`src/sv/nls_pkg.sv`:
```
// Shared types and constants for the numeric literal scanner.
// No dependencies; imported by every other file of the block.
`timescale 1ns / 1ps
`default_nettype none

package nls_pkg;

   // Default limits, handed to the top-level parameters
   localparam int DEF_MAX_LEN    = 99;
   localparam int DEF_HEX_DIGITS = 8;

   // Field widths
   localparam int CH_W     = 8;
   localparam int VALUE_W  = 32;
   localparam int LENGTH_W = 7;
   localparam int REQ_DATA_W = 8;
   localparam int RSP_DATA_W = 48;

   // Largest decimal value before saturation
   localparam logic [35:0] DEC_SAT_LIMIT = 36'd2147483647;

   // Scanner modes
   localparam logic [2:0] MODE_IDLE   = 3'd0;
   localparam logic [2:0] MODE_DEC    = 3'd1;
   localparam logic [2:0] MODE_HEX    = 3'd2;
   localparam logic [2:0] MODE_ZERO   = 3'd3;
   localparam logic [2:0] MODE_ZEROX  = 3'd4;
   localparam logic [2:0] MODE_SUFFIX = 3'd5;

   // Number kinds
   localparam logic [1:0] KIND_INT    = 2'd0;
   localparam logic [1:0] KIND_FLOAT  = 2'd1;
   localparam logic [1:0] KIND_DOUBLE = 2'd2;

   // Status codes
   localparam logic [1:0] STAT_OK     = 2'd0;
   localparam logic [1:0] STAT_SYNTAX = 2'd1;
   localparam logic [1:0] STAT_EMPTY  = 2'd2;

   // Per-character outcome
   localparam logic [1:0] RES_NONE = 2'd0;
   localparam logic [1:0] RES_TAKE = 2'd1;
   localparam logic [1:0] RES_END  = 2'd2;
   localparam logic [1:0] RES_ERR  = 2'd3;

   // Character codes
   localparam logic [7:0] CH_NUL   = 8'h00;
   localparam logic [7:0] CH_ZERO  = 8'h30;
   localparam logic [7:0] CH_NINE  = 8'h39;
   localparam logic [7:0] CH_DOT   = 8'h2E;
   localparam logic [7:0] CH_MINUS = 8'h2D;
   localparam logic [7:0] CH_QMARK = 8'h3F;
   localparam logic [7:0] CH_PAREN = 8'h28;
   localparam logic [7:0] CH_LA    = 8'h61;
   localparam logic [7:0] CH_LD    = 8'h64;
   localparam logic [7:0] CH_LE    = 8'h65;
   localparam logic [7:0] CH_LF    = 8'h66;
   localparam logic [7:0] CH_LG    = 8'h67;
   localparam logic [7:0] CH_LX    = 8'h78;
   localparam logic [7:0] CH_LZ    = 8'h7A;
   localparam logic [7:0] CH_UA    = 8'h41;
   localparam logic [7:0] CH_UF    = 8'h46;
   localparam logic [7:0] CH_UG    = 8'h47;
   localparam logic [7:0] CH_UZ    = 8'h5A;

   // Character class flags from the decoder
   typedef struct packed {
      logic       is_digit;
      logic       dec_err;
      logic       hex_err;
      logic       hex_sym;
      logic [3:0] hex_val;
      logic       dec_member;
   } char_class_type;

   // One result word, before packing onto the bus
   typedef struct packed {
      logic                done_res;
      logic                taken;
      logic [1:0]          status;
      logic [1:0]          kind;
      logic [VALUE_W-1:0]  int_value;
      logic [LENGTH_W-1:0] length;
      logic                overflow;
   } step_result_type;

endpackage

`default_nettype wire

```
`src/sv/nls_char_class.sv`:
```
// Character decoder: digit, hex symbol and error-letter classes of one byte.
// Depends on nls_pkg.
`timescale 1ns / 1ps
`default_nettype none

module nls_char_class
   import nls_pkg::*;
(
   input  wire logic [CH_W-1:0] ch,
   output char_class_type       cls
);

   logic lower, upper, umlaut, digit, af_low, af_up;

   always_comb begin
      lower  = (ch >= CH_LA) && (ch <= CH_LZ);
      upper  = (ch >= CH_UA) && (ch <= CH_UZ);
      digit  = (ch >= CH_ZERO) && (ch <= CH_NINE);
      af_low = (ch >= CH_LA) && (ch <= CH_LF);
      af_up  = (ch >= CH_UA) && (ch <= CH_UF);
      umlaut = (ch == 8'hC4) || (ch == 8'hD6) || (ch == 8'hDC) || (ch == 8'hDF) ||
               (ch == 8'hE4) || (ch == 8'hF6) || (ch == 8'hFC);

      cls.is_digit = digit;
      // d, e, f are legal in decimal; every other letter is an error
      cls.dec_err  = (lower && !((ch == CH_LD) || (ch == CH_LE) || (ch == CH_LF))) ||
                     upper || (ch == CH_QMARK) || (ch == CH_PAREN) || umlaut;
      cls.hex_err  = ((ch >= CH_LG) && (ch <= CH_LZ)) || ((ch >= CH_UG) && (ch <= CH_UZ)) ||
                     (ch == CH_QMARK) || (ch == CH_PAREN) || umlaut;
      cls.hex_sym  = digit || af_low || af_up;
      // low nibble of the code gives the digit; letters add nine
      cls.hex_val  = digit ? ch[3:0] : (ch[3:0] + 4'd9);
      cls.dec_member = digit || (ch == CH_DOT) || (ch == CH_MINUS) ||
                       (ch == CH_LE) || (ch == CH_LD) || (ch == CH_LF);
   end

endmodule

`default_nettype wire

```
`src/sv/nls_step.sv`:
```
// Scanner state registers and the next-state / result logic for one word.
// Depends on nls_pkg and the class flags from nls_char_class.
`timescale 1ns / 1ps
`default_nettype none

module nls_step
   import nls_pkg::*;
#(
   parameter int MAX_LEN    = DEF_MAX_LEN,
   parameter int HEX_DIGITS = DEF_HEX_DIGITS
)
(
   input  wire logic            clock,
   input  wire logic            reset,
   input  wire logic            step_en,
   input  wire logic [CH_W-1:0] ch,
   input  wire logic            first,
   input  wire logic            line_end,
   input  wire char_class_type  cls,
   output step_result_type      result
);

   localparam int LEN_W = $clog2(MAX_LEN + 1);

   logic [2:0]         mode_ff, mode_in;
   logic [CH_W-1:0]    prev_ff, prev_in;
   logic [1:0]         kind_ff, kind_in;
   logic [VALUE_W-1:0] accum_ff, accum_in;
   logic [LEN_W-1:0]   len_ff, len_in;
   logic               sat_ff, sat_in;
   logic               sfx_f_ff, sfx_f_in;

   // base state the character is applied to
   logic [CH_W-1:0]    b_prev;
   logic [1:0]         b_kind;
   logic [VALUE_W-1:0] b_accum;
   logic [LEN_W-1:0]   b_len;
   logic               b_sat;
   logic               b_sfx;

   // decimal path outcome
   logic [1:0]         d_res;
   logic [2:0]         d_mode;
   logic [CH_W-1:0]    d_prev;
   logic [1:0]         d_kind;
   logic [VALUE_W-1:0] d_accum;
   logic [LEN_W-1:0]   d_len;
   logic               d_sat;
   logic               d_sfx;
   logic               lead_ok;
   logic [35:0]        dec_sum;

   // hex path outcome
   logic [1:0]         h_res;
   logic [VALUE_W-1:0] h_accum;
   logic [LEN_W-1:0]   h_len;
   logic [CH_W-1:0]    h_prev;

   logic [1:0]         res;
   logic [LEN_W-1:0]   len_inc;
   logic               is_dfe;
   logic [7:0]         clash_ch;

   always_comb begin
      // a first character restarts from reset; after "0x" the hex value restarts
      b_prev  = prev_ff;
      b_kind  = kind_ff;
      b_accum = accum_ff;
      b_len   = len_ff;
      b_sat   = sat_ff;
      b_sfx   = sfx_f_ff;
      if (first) begin
         b_prev  = CH_NUL;
         b_kind  = KIND_INT;
         b_accum = '0;
         b_len   = '0;
         b_sat   = 1'b0;
         b_sfx   = 1'b0;
      end else if ((mode_ff == MODE_ZEROX) && !line_end) begin
         b_accum = '0;
         b_len   = '0;
      end
      len_inc = b_len + 1'b1;

      // decimal character
      lead_ok = (b_prev == CH_NUL) || ((b_prev >= CH_ZERO) && (b_prev <= CH_NINE));
      is_dfe  = (ch == CH_LD) || (ch == CH_LE) || (ch == CH_LF);
      dec_sum = ({4'b0, b_accum} << 3) + ({4'b0, b_accum} << 1) + {32'b0, ch[3:0]};
      d_res   = RES_TAKE;
      d_mode  = MODE_DEC;
      d_prev  = b_prev;
      d_kind  = b_kind;
      d_accum = b_accum;
      d_len   = b_len;
      d_sat   = b_sat;
      d_sfx   = b_sfx;
      if (b_len >= LEN_W'(MAX_LEN)) begin
         d_res = RES_END;
      end else if (cls.dec_err) begin
         d_res = RES_ERR;
      end else if (!cls.dec_member) begin
         d_res = RES_END;
      end else if ((ch == CH_MINUS) && (b_prev != CH_LE)) begin
         d_res = RES_END;
      end else if (is_dfe) begin
         if (!(lead_ok || (b_prev == CH_DOT))) begin
            d_res = RES_ERR;
         end else if (ch != CH_LE) begin
            // suffix: not counted, one more character is looked at
            d_kind = (ch == CH_LF) ? KIND_FLOAT : KIND_DOUBLE;
            d_sfx  = (ch == CH_LF);
            d_mode = MODE_SUFFIX;
         end else begin
            d_kind = KIND_DOUBLE;
            d_len  = len_inc;
            d_prev = ch;
         end
      end else if (ch == CH_DOT) begin
         if (!lead_ok) begin
            d_res = RES_ERR;
         end else begin
            d_kind = KIND_DOUBLE;
            d_len  = len_inc;
            d_prev = ch;
         end
      end else begin
         // digit, or minus right after e
         if (cls.is_digit && (b_kind == KIND_INT)) begin
            if (dec_sum > DEC_SAT_LIMIT) begin
               d_accum = DEC_SAT_LIMIT[VALUE_W-1:0];
               d_sat   = 1'b1;
            end else begin
               d_accum = dec_sum[VALUE_W-1:0];
            end
         end
         d_len  = len_inc;
         d_prev = ch;
      end

      // hex character
      h_res   = RES_TAKE;
      h_accum = b_accum;
      h_len   = b_len;
      h_prev  = b_prev;
      if (b_len >= LEN_W'(MAX_LEN)) begin
         h_res = RES_END;
      end else if (b_len >= LEN_W'(HEX_DIGITS)) begin
         h_res = cls.hex_sym ? RES_ERR : RES_END;
      end else if (cls.hex_err) begin
         h_res = RES_ERR;
      end else if (!cls.hex_sym) begin
         h_res = RES_END;
      end else begin
         h_accum = {b_accum[VALUE_W-5:0], cls.hex_val};
         h_len   = len_inc;
         h_prev  = ch;
      end

      // mode dispatch
      clash_ch = sfx_f_ff ? CH_LD : CH_LF;
      res      = RES_NONE;
      mode_in  = mode_ff;
      prev_in  = b_prev;
      kind_in  = b_kind;
      accum_in = b_accum;
      len_in   = b_len;
      sat_in   = b_sat;
      sfx_f_in = b_sfx;
      if (first) begin
         mode_in = MODE_DEC;
         if (line_end) begin
            res = RES_END;
         end else begin
            res      = d_res;
            mode_in  = d_mode;
            prev_in  = d_prev;
            kind_in  = d_kind;
            accum_in = d_accum;
            len_in   = d_len;
            sat_in   = d_sat;
            sfx_f_in = d_sfx;
            if ((d_res == RES_TAKE) && (ch == CH_ZERO) && (d_mode == MODE_DEC)) begin
               mode_in = MODE_ZERO;
            end
         end
      end else begin
         unique case (mode_ff)
            MODE_DEC, MODE_ZERO: begin
               if (line_end) begin
                  res = RES_END;
               end else if ((mode_ff == MODE_ZERO) && (ch == CH_LX)) begin
                  res     = RES_TAKE;
                  mode_in = MODE_ZEROX;
               end else begin
                  res      = d_res;
                  mode_in  = d_mode;
                  prev_in  = d_prev;
                  kind_in  = d_kind;
                  accum_in = d_accum;
                  len_in   = d_len;
                  sat_in   = d_sat;
                  sfx_f_in = d_sfx;
               end
            end
            MODE_HEX, MODE_ZEROX: begin
               if (line_end) begin
                  // "0x" at line end is a syntax error
                  res = (mode_ff == MODE_ZEROX) ? RES_ERR : RES_END;
               end else begin
                  res      = h_res;
                  mode_in  = MODE_HEX;
                  prev_in  = h_prev;
                  accum_in = h_accum;
                  len_in   = h_len;
               end
            end
            MODE_SUFFIX: begin
               if (!line_end && (cls.dec_err || (ch == CH_LE) || (ch == clash_ch))) begin
                  res = RES_ERR;
               end else begin
                  res = RES_END;
               end
            end
            default: begin
               mode_in = MODE_IDLE;
            end
         endcase
      end

      result.done_res  = 1'b0;
      result.taken     = 1'b0;
      result.status    = STAT_OK;
      case (res)
         RES_TAKE: result.taken = 1'b1;
         RES_END: begin
            result.done_res = 1'b1;
            result.status   = ((kind_in == KIND_INT) && (len_in == '0)) ? STAT_EMPTY : STAT_OK;
            mode_in         = MODE_IDLE;
         end
         RES_ERR: begin
            result.done_res = 1'b1;
            result.status   = STAT_SYNTAX;
            mode_in         = MODE_IDLE;
         end
         default: ;
      endcase
      result.kind      = kind_in;
      result.int_value = accum_in;
      result.length    = LENGTH_W'(len_in);
      result.overflow  = sat_in;
   end

   always_ff @(posedge clock) begin
      if (reset) begin
         mode_ff  <= MODE_IDLE;
         prev_ff  <= CH_NUL;
         kind_ff  <= KIND_INT;
         accum_ff <= '0;
         len_ff   <= '0;
         sat_ff   <= 1'b0;
         sfx_f_ff <= 1'b0;
      end else if (step_en) begin
         mode_ff  <= mode_in;
         prev_ff  <= prev_in;
         kind_ff  <= kind_in;
         accum_ff <= accum_in;
         len_ff   <= len_in;
         sat_ff   <= sat_in;
         sfx_f_ff <= sfx_f_in;
      end
   end

endmodule

`default_nettype wire

```
`src/sv/numeric_literal_scanner_core.sv`:
```
// Numeric literal scanner, top level: input register, step logic, result register.
// Depends on nls_pkg, nls_char_class and nls_step.
// Registers: a word taken into the input register moves on to the result register, which drives rsp.
// Throughput: one character per cycle while the rsp side keeps up; the scan state loop is
// combinational between the state registers (class decode, x10 multiply-add and saturate compare, mode select).
// Reset: synchronous, active high; empties both registers and returns the scanner to idle.
`timescale 1ns / 1ps
`default_nettype none

module numeric_literal_scanner_core
   import nls_pkg::*;
#(
   parameter int MAX_LEN    = DEF_MAX_LEN,    // 8..127 kept characters
   parameter int HEX_DIGITS = DEF_HEX_DIGITS  // 1..8 hex digits
)
(
   input  wire logic                  clock,
   input  wire logic                  reset,

   // request stream: one character per word
   input  wire logic                  req_tvalid,
   output logic                       req_tready,
   input  wire logic [REQ_DATA_W-1:0] req_tdata,   // [7:0] ch
   input  wire logic [1:0]            req_tuser,   // [0] first, [1] line_end

   // response stream: one result per character
   output logic                       rsp_tvalid,
   input  wire logic                  rsp_tready,
   output logic [RSP_DATA_W-1:0]      rsp_tdata,   // [0] taken, [2:1] status,
                                                   // [34:3] int_value, [41:35] length,
                                                   // [42] overflow, [47:43] zero
   output logic                       rsp_tlast,   // done_res
   output logic [1:0]                 rsp_tuser    // kind
);

   // input register
   logic            in_valid_ff, in_valid_in;
   logic [CH_W-1:0] ch_ff;
   logic            first_ff;
   logic            line_end_ff;

   // result register
   logic            out_valid_ff, out_valid_in;
   step_result_type out_ff;

   char_class_type  cls;
   step_result_type step_res;
   logic            advance;
   logic            req_fire;

   // The held word moves on whenever the result register is free or being drained;
   // that lets a new word enter every cycle while the downstream keeps up.
   assign advance    = in_valid_ff && (!out_valid_ff || rsp_tready);
   assign req_tready = !in_valid_ff || advance;
   assign req_fire   = req_tvalid && req_tready;

   assign in_valid_in  = req_fire || (in_valid_ff && !advance);
   assign out_valid_in = advance || (out_valid_ff && !rsp_tready);

   always_ff @(posedge clock) begin
      if (reset) begin
         in_valid_ff  <= 1'b0;
         out_valid_ff <= 1'b0;
      end else begin
         in_valid_ff  <= in_valid_in;
         out_valid_ff <= out_valid_in;
      end
   end

   // payload registers, no reset needed
   always_ff @(posedge clock) begin
      if (req_fire) begin
         ch_ff       <= req_tdata[CH_W-1:0];
         first_ff    <= req_tuser[0];
         line_end_ff <= req_tuser[1];
      end
      if (advance) begin
         out_ff <= step_res;
      end
   end

   nls_char_class u_class (
      .ch  (ch_ff),
      .cls (cls)
   );

   // scan state advances exactly once per word, together with the result register
   nls_step #(
      .MAX_LEN    (MAX_LEN),
      .HEX_DIGITS (HEX_DIGITS)
   ) u_step (
      .clock    (clock),
      .reset    (reset),
      .step_en  (advance),
      .ch       (ch_ff),
      .first    (first_ff),
      .line_end (line_end_ff),
      .cls      (cls),
      .result   (step_res)
   );

   assign rsp_tvalid = out_valid_ff;
   assign rsp_tlast  = out_ff.done_res;
   assign rsp_tuser  = out_ff.kind;
   assign rsp_tdata  = {5'b0, out_ff.overflow, out_ff.length, out_ff.int_value,
                        out_ff.status, out_ff.taken};

endmodule

`default_nettype wire

```
`config.mk`:
```
export PLATFORM = sky130hd
export DESIGN_NAME = numeric_literal_scanner_core
export DESIGN_NICKNAME = d
export VERILOG_FILES = /design/src/sv/nls_pkg.sv /design/src/sv/nls_char_class.sv /design/src/sv/nls_step.sv /design/src/sv/numeric_literal_scanner_core.sv
export SDC_FILE = /design/constraint.sdc
export NUM_CORES = 1
export LEC_CHECK = 0
export BUFFER_PORTS_ARGS = -buffer_cell sky130_fd_sc_hd__buf_2
export CORE_MARGIN = 2
export CORE_UTILIZATION = 45
export CTS_CLUSTER_SIZE = 10
export DETAILED_ROUTE_END_ITERATION = 8
export GPL_TIMING_DRIVEN = 0
export SYNTH_ARGS = -nofsm -noshare
export SYNTH_HDL_FRONTEND = slang
export SYNTH_HIERARCHICAL = 1
export SYNTH_SLANG_ARGS = --single-unit
```
`constraint.sdc`:
```
create_clock -name clock -period 8.5 [get_ports clock]
set_input_delay 0 -clock clock [delete_from_list [all_inputs] [get_ports clock]]
set_output_delay 0 -clock clock [all_outputs]
set_load 0.01 [all_outputs]
```
==> flow_summary_export.csv, run 1 <==
group,metric,value,unit
status,status,"finished with violations",
status,violations,"setup timing",
routing,wl_per_cell,26.9,um
synthesis,yosys_warnings,6,
synthesis,synth_compound_area_frac,0.301,
floorplanning,io_pins,67,
critical_path,rrSetupSlack,-0.03,ns
floorplanning,die_width,151,um
routing,viasPerCell,6.75,
sta,slew_headroom,0.0453,
global_route,grt_max_degree,48,
final_layout,fin_nets,1410,
place,port_buffers,61,
critical_path,timing_worst_setup_path_type,"flop to flop",
synthesis,synth-seq-area-share,0.288,
synthesis,synth-simple-area-share,0.220,
sta,max_freq,117,MHz
worst_hold_path,hold_path_class,"input pin to flop",
sta,hold_violations,0,
synthesis,synth_area,9740,sq um
global_route,grt_pass1_wl,63400,um
clock_tree,cts-root-buf,"clkbuf_16",
global_route,grt_usage,0.378,
synthesis,synth_top_family_by_area,"compound AO/OA/AOI/OAI gates",
sta,tightest_slew,1.42,ns
sta,setup_slack,-0.0278,ns
synthesis,synth_fa_ha_area_frac,0.0927,
sta,rsz0062_at_grt,"no",
floorplanning,rows,53,
critical_path,cp-start-kind,"flop",
routing,num_vias,10800,
synthesis,synth_cells,1236,
critical_path,critPathCaptureType,"flop",
critical_path,crit_required,8.62,ns
final_layout,area_growth,11.2,%
place,pre_cts_slack,0.442,ns
sta,skew,0.0180,ns
final_layout,fill_cells,2117,
sta,post-route-period-util,1.00,
synthesis,synth_ff_type,"edfxtp_1",
clock_tree,numCtsBuffers,9,
sta,finalCriticalPeriod,8.53,ns
sta,setup_viol,5,
clock_tree,clk_path_buf_depth,2,
routing,drcViolationCount,0,
routing,firstDrtPassIters,6,
pwr,ir_drop,0.0877,mV
synthesis,syn_area_per_cell,7.88,sq um
critical_path,path_max_fanout,10,
global_route,grt_pass1_vias,9893,
floorplanning,start_util,0.461,
critical_path,critPathSlowestCell,"a2111oi_4",
floorplanning,core_area,21200,sq um
floorplanning,dieArea,22800,sq um
clock_tree,path_clk_slew,0.09,ns
critical_path,critPathArrivalTime,8.65,ns
place,place_hpwl,31900,um
routing,detail-route-antenna-nets,0,
place,dp_cells,1576,
final_layout,drive_above_1_share,0.0955,
sta,finalMaxSlewViolations,0,
global_route,antenna_found_initial,0,
place,dpl-instance-area,10400,sq um
floorplanning,die_height,151,um
sta,tns,-0.0624,ns
synthesis,ys_types,90,
pwr,p_per_area,125,nW/um^2
synthesis,synth-seq-cells,112,
clock_tree,h-tree-depth,3,
critical_path,slowest_delay,0.85,ns
final_layout,stdcell_count,1606,
clock_tree,cts_resized,0,
global_route,overflow,0,
synthesis,synth_xor_area_frac,0.0306,
clock_tree,cts_tree,"done",
routing,wirelength,43200,um
critical_path,worstPathCellList,"clkbuf_1 -> nor4b_2 -> nor2_1 -> clkbuf_1 -> clkbuf_1 -> clkbuf_1 -> and2_1 -> fa_1 -> fa_1 -> a21o_1 -> a221oi_2 -> a211oi_1 -> a211o_1 -> a221o_1 -> xor2_1 -> a2111oi_4 -> nand3_1 -> o21ai_0 -> nand2_1",
routing,drt_iter0_markers,1772,
final_layout,final_cell_mix,"nand2_1, nor2_1, a21oi_1, o21ai_0, ha_1",
clock_tree,clk_latency,0.37,ns
critical_path,crit_top_cell,"clkbuf_1",
final_layout,final_common_cell,"nand2_1",
final_layout,finish.instance_area,10800,sq um
clock_tree,cts_sinks,112,
pwr,p_leak,4.41,nW
flow_run,maxCapViolations,0,
synthesis,synth_edf_count,56,
place,place_congestion,1.04,
synthesis,synthMuxAreaShare,0.0161,
synthesis,synthArstFlopShare,0,
## kinds of logic (layout without fill, tap and decap cells)
group | count (synthesis) | after routing
and+or+nand+nor | 447 | 447
AOI/OAI and AO/OA | 434 | 434
buffers and inverters | 122 | 212
DFF | 112 | 112
adders and majority gates | 71 | 71
xor gates and xnor gates | 34 | 34
muxes | 15 | 15
other | 1 | 6
## timing repair
item,4_1_cts,5_1_grt
setup buffers,0,0
hold buffers,13,0
hold endpoints to repair,12,0
## power by group
part | switching [mW] | internal (mW) | total (mW)
clock network | 0.231 | 0.232 | 0.462
registers | 0.0230 | 0.594 | 0.617
logic | 0.190 | 0.0858 | 0.276
## per-stage QoR
step,hold WS [ns],total power [mW],util
2_1_floorplan,0.0624,0.786,-
3_3_place_gp,0.177,0.887,0.492
3_5_place_dp,0.178,0.886,0.492
4_1_cts,0.0724,1.35,0.512
5_1_grt,0.0868,1.40,0.512
6_report,0.0732,1.36,0.512
## flip-flops by register name, indices dropped and copies added, names as in the netlist
register / flops
rsp_tdata: 43
u_step/accum_ff: 32
ch_ff: 8
u_step/prev_ff: 8
u_step/len_ff: 7
u_step/mode_ff: 3
rsp_tuser: 2
u_step/kind_ff: 2
first_ff: 1
in_valid_ff: 1
line_end_ff: 1
rsp_tlast: 1
rsp_tvalid: 1
u_step/sat_ff: 1
u_step/sfx_f_ff: 1
## area by class of cell
| class | instances | area, sq um | area share |
|---|---|---|---|
| Antenna cell | 1 | 2.50 | 0.000231 |
| Buffer | 78 | 344 | 0.0318 |
| Inverter | 44 | 165 | 0.0152 |
| Clock inverter | 6 | 67.6 | 0.00624 |
| Multi-Input combinational cell | 1006 | 6440 | 0.595 |
| Timing Repair Buffer | 74 | 435 | 0.0402 |
| Sequential cell | 112 | 2800 | 0.259 |
| Tap cell | 275 | 344 | 0.0318 |
| Clock buffer | 10 | 229 | 0.0211 |
## critical path, delay by kind of cell (launching register included)
family                     cells  cell delay [ns]
and+or+nand+nor                5             1.67
AOI/OAI and AO/OA              7             2.95
buffers and inverters          4             2.17
xor gates and xnor gates       1             0.17
DFF                            1             0.31
adders and majority gates      2             0.99
## metal layers
metal | up-vias | global-route usage | part of all wire
li1 | 4810 | - | -
met3 | 127 | 0.0934 | 0.12
met4 | 0 | 0.134 | 0.038
met5 | - | 0 | 0
met2 | 801 | 0.544 | 0.41
met1 | 5108 | 0.545 | 0.43
## worst paths after layout
| check | startpoint | to | cells after the start |
|---|---|---|---|
| worst max-delay path | u_step/mode_ff[1] | rsp_tdata[28] | 19 |
| worst min-delay path | req_tvalid | line_end_ff | 2 |
| worst max register to register | u_step/mode_ff[1] | rsp_tdata[28] | 19 |
| worst min register to register | u_step/accum_ff[31] | u_step/accum_ff[31] | 2 |
## Yosys cell counts, types with 19 or more instances
library cell	n	area, sq um
nor3_1	29	145
ha_1	69	863
xnor2_1	20	175
nand2_1	138	518
and2_1	25	156
nor2_1	126	473
a21oi_1	103	515
dfxtp_1	56	1120
inv_1	42	158
clkbuf_1	60	225
edfxtp_1	56	1680
nand3_1	34	170
o21ai_0	103	515
a211oi_1	19	143
a31oi_1	22	138
Note: power is estimated with default switching activity, not from simulation.
==> run 2, diff against run 1 <==
==> constraint.sdc (replaced) <==
create_clock -name clock -period 7.5 [get_ports clock]
set_input_delay 0 -clock clock [delete_from_list [all_inputs] [get_ports clock]]
set_output_delay 0 -clock clock [all_outputs]
set_load 0.01 [all_outputs]
==> flow_summary_export.csv, run 2 (synthesis results as in run 1) <==
group,metric,value,unit
critical_path,worstPathCellList,"clkbuf_1 -> nor4b_2 -> nor2_1 -> clkbuf_1 -> clkbuf_2 -> clkbuf_2 -> and2_1 -> fa_1 -> fa_1 -> a21o_1 -> a221oi_2 -> a211oi_1 -> a211o_1 -> a221o_1 -> xor2_1 -> a2111oi_4 -> buf_4 -> nand3_1 -> o21ai_0 -> nand2_1",
routing,num_vias,10900,
final_layout,antennaDiodeCount,0,
worst_hold_path,hold_path_class,"input pin to flop",
flow_run,maxCapViolations,0,
sta,finalCriticalPeriod,7.24,ns
floorplanning,start_util,0.461,
floorplanning,dieArea,22800,sq um
sta,tightest_slew,1.39,ns
global_route,grt_pass1_vias,9907,
pwr,p_total,1.54,mW
pwr,p_sw,507,uW
pwr,ir_drop,0.100,mV
sta,max_freq,138,MHz
final_layout,stdcell_count,1607,
critical_path,crit_required,7.62,ns
place,dp_cells,1576,
clock_tree,clk_latency,0.38,ns
global_route,grt_max_degree,48,
clock_tree,h-tree-depth,3,
final_layout,fin_nets,1412,
global_route,grt_usage,0.378,
global_route,antenna_found_initial,0,
final_layout,area_growth,11.5,%
clock_tree,cts_tree,"done",
critical_path,critPathTopFamily,"compound AO/OA/AOI/OAI gates",
clock_tree,path_clk_slew,0.09,ns
pwr,sw_frac_of_total,0.329,
critical_path,cp-start-kind,"flop",
global_route,overflow,0,
place,pre_cts_slack,-0.558,ns
critical_path,crit_buf_inv,5,
pwr,p_int,1.04,mW
sta,post-route-period-util,0.966,
sta,skew,0.0201,ns
sta,hold_violations,0,
routing,viasPerCell,6.79,
critical_path,path_max_fanout,10,
routing,detail-route-antenna-nets,0,
routing,drt_iter0_markers,1657,
routing,wirelength,43200,um
pwr,p_per_area,142,nW/um^2
sta,setup_slack,0.255,ns
pwr,power_frac_seq,0.454,
place,port_buffers,61,
critical_path,critPathArrivalTime,7.37,ns
floorplanning,die_height,151,um
floorplanning,rows,53,
floorplanning,io_pins,67,
final_layout,drive_above_1_share,0.101,
routing,drcViolationCount,0,
final_layout,utilization,0.514,
final_layout,final_common_cell,"nand2_1",
sta,finalMaxSlewViolations,0,
clock_tree,cts-root-buf,"clkbuf_16",
final_layout,largest_reg_flops,43,
place,place_congestion,1.04,
routing,wl_per_cell,26.9,um
sta,slew_headroom,0.0638,
sta,tns,0,ns
clock_tree,numCtsBuffers,9,
critical_path,slowest_delay,0.54,ns
pwr,pwr-share-clk,0.342,
critical_path,timing_worst_setup_path_type,"flop to flop",
floorplanning,die_width,151,um
pwr,p_comb_frac,0.204,
pwr,p_leak,4.43,nW
clock_tree,clk_path_buf_depth,2,
status,status,"finished clean",
routing,firstDrtPassIters,7,
critical_path,critPathSlowestCell,"nor4b_2",
floorplanning,core_area,21200,sq um
final_layout,final_cell_mix,"nand2_1, nor2_1, a21oi_1, o21ai_0, ha_1",
sta,rsz0062_at_grt,"no",
critical_path,critPathCaptureType,"flop",
place,place_hpwl,31900,um
clock_tree,cts_sinks,112,
global_route,grt_pass1_wl,63500,um
sta,setup_viol,0,
## run 2: cell count changes in the layout (fill, tap and decap cells not counted)
cell / before / now
xnor2_1: 20 / 19
clkbuf_1: 61 / 57
clkbuf_2: 1 / 4
xnor2_2: 0 / 1
diode_2: 1 / 0
buf_4: 10 / 13
## run 2: what timing repair did
item                                   4_1_cts  5_1_grt
setup buffers                                3        0
setup endpoints to repair                   64       50
hold buffers                                13        0
gates resized for setup                      2        3
pin swaps                                    1        0
endpoints found under the hold margin       12        0
## run 2: final cells by class
type                    count  area [sq um]
plain buffers              77           344
flip-flops and latches    112          2800
fillers                  2121         10300
well taps                 275           344
multi-input cells        1006          6450
inverters                  44           165
clock buffers              10           229
clock inverters             6          67.6
repair buffers             77           458
## run 2: layer usage
| layer | routed length [um] | GRT usage | vias to the layer above |
|---|---|---|---|
| met5 | 0 | 0 | - |
| met4 | 1780 | 0.133 | 0 |
| met3 | 5110 | 0.0919 | 140 |
| met2 | 17700 | 0.546 | 793 |
| met1 | 18600 | 0.546 | 5156 |
| li1 | - | - | 4827 |
## run 2: path summary, 6_finish.rpt
check                                    startpoint                  end  slack [ns]  depth (start not counted)
worst max-delay path              u_step/mode_ff[2]        rsp_tdata[28]        0.26                         20
worst min-delay path                     req_tvalid          line_end_ff        0.08                          2
worst max register to register    u_step/mode_ff[2]        rsp_tdata[28]        0.26                         20
worst min register to register  u_step/accum_ff[31]  u_step/accum_ff[31]        0.48                          2
## run 2: worst register-to-register path: cells and delay by family (launching register included)
kind                       cells  cell delay, ns
xor gates and xnor gates       1            0.17
and+or+nand+nor                5            1.63
DFF                            1            0.35
buffers and inverters          5            1.62
AOI/OAI and AO/OA              7            2.22
adders and majority gates      2            1.02
## run 2: power by group through the flow
stage	registers (mW)	clock network (mW)	logic, mW
floorplan	0.711	0	0.180
global placement	0.712	0	0.293
detailed placement	0.712	0	0.292
CTS	0.698	0.532	0.301
global route	0.703	0.556	0.331
finish	0.700	0.527	0.315
## run 2: per-stage QoR
stage                     hold slack [ns]  cell area [sq um]
after floorplan                    0.0624               9760
after global placement              0.177              10400
after detailed placement            0.178              10400
after CTS                          0.0724              10900
after global routing               0.0883              10900
final                              0.0758              10900
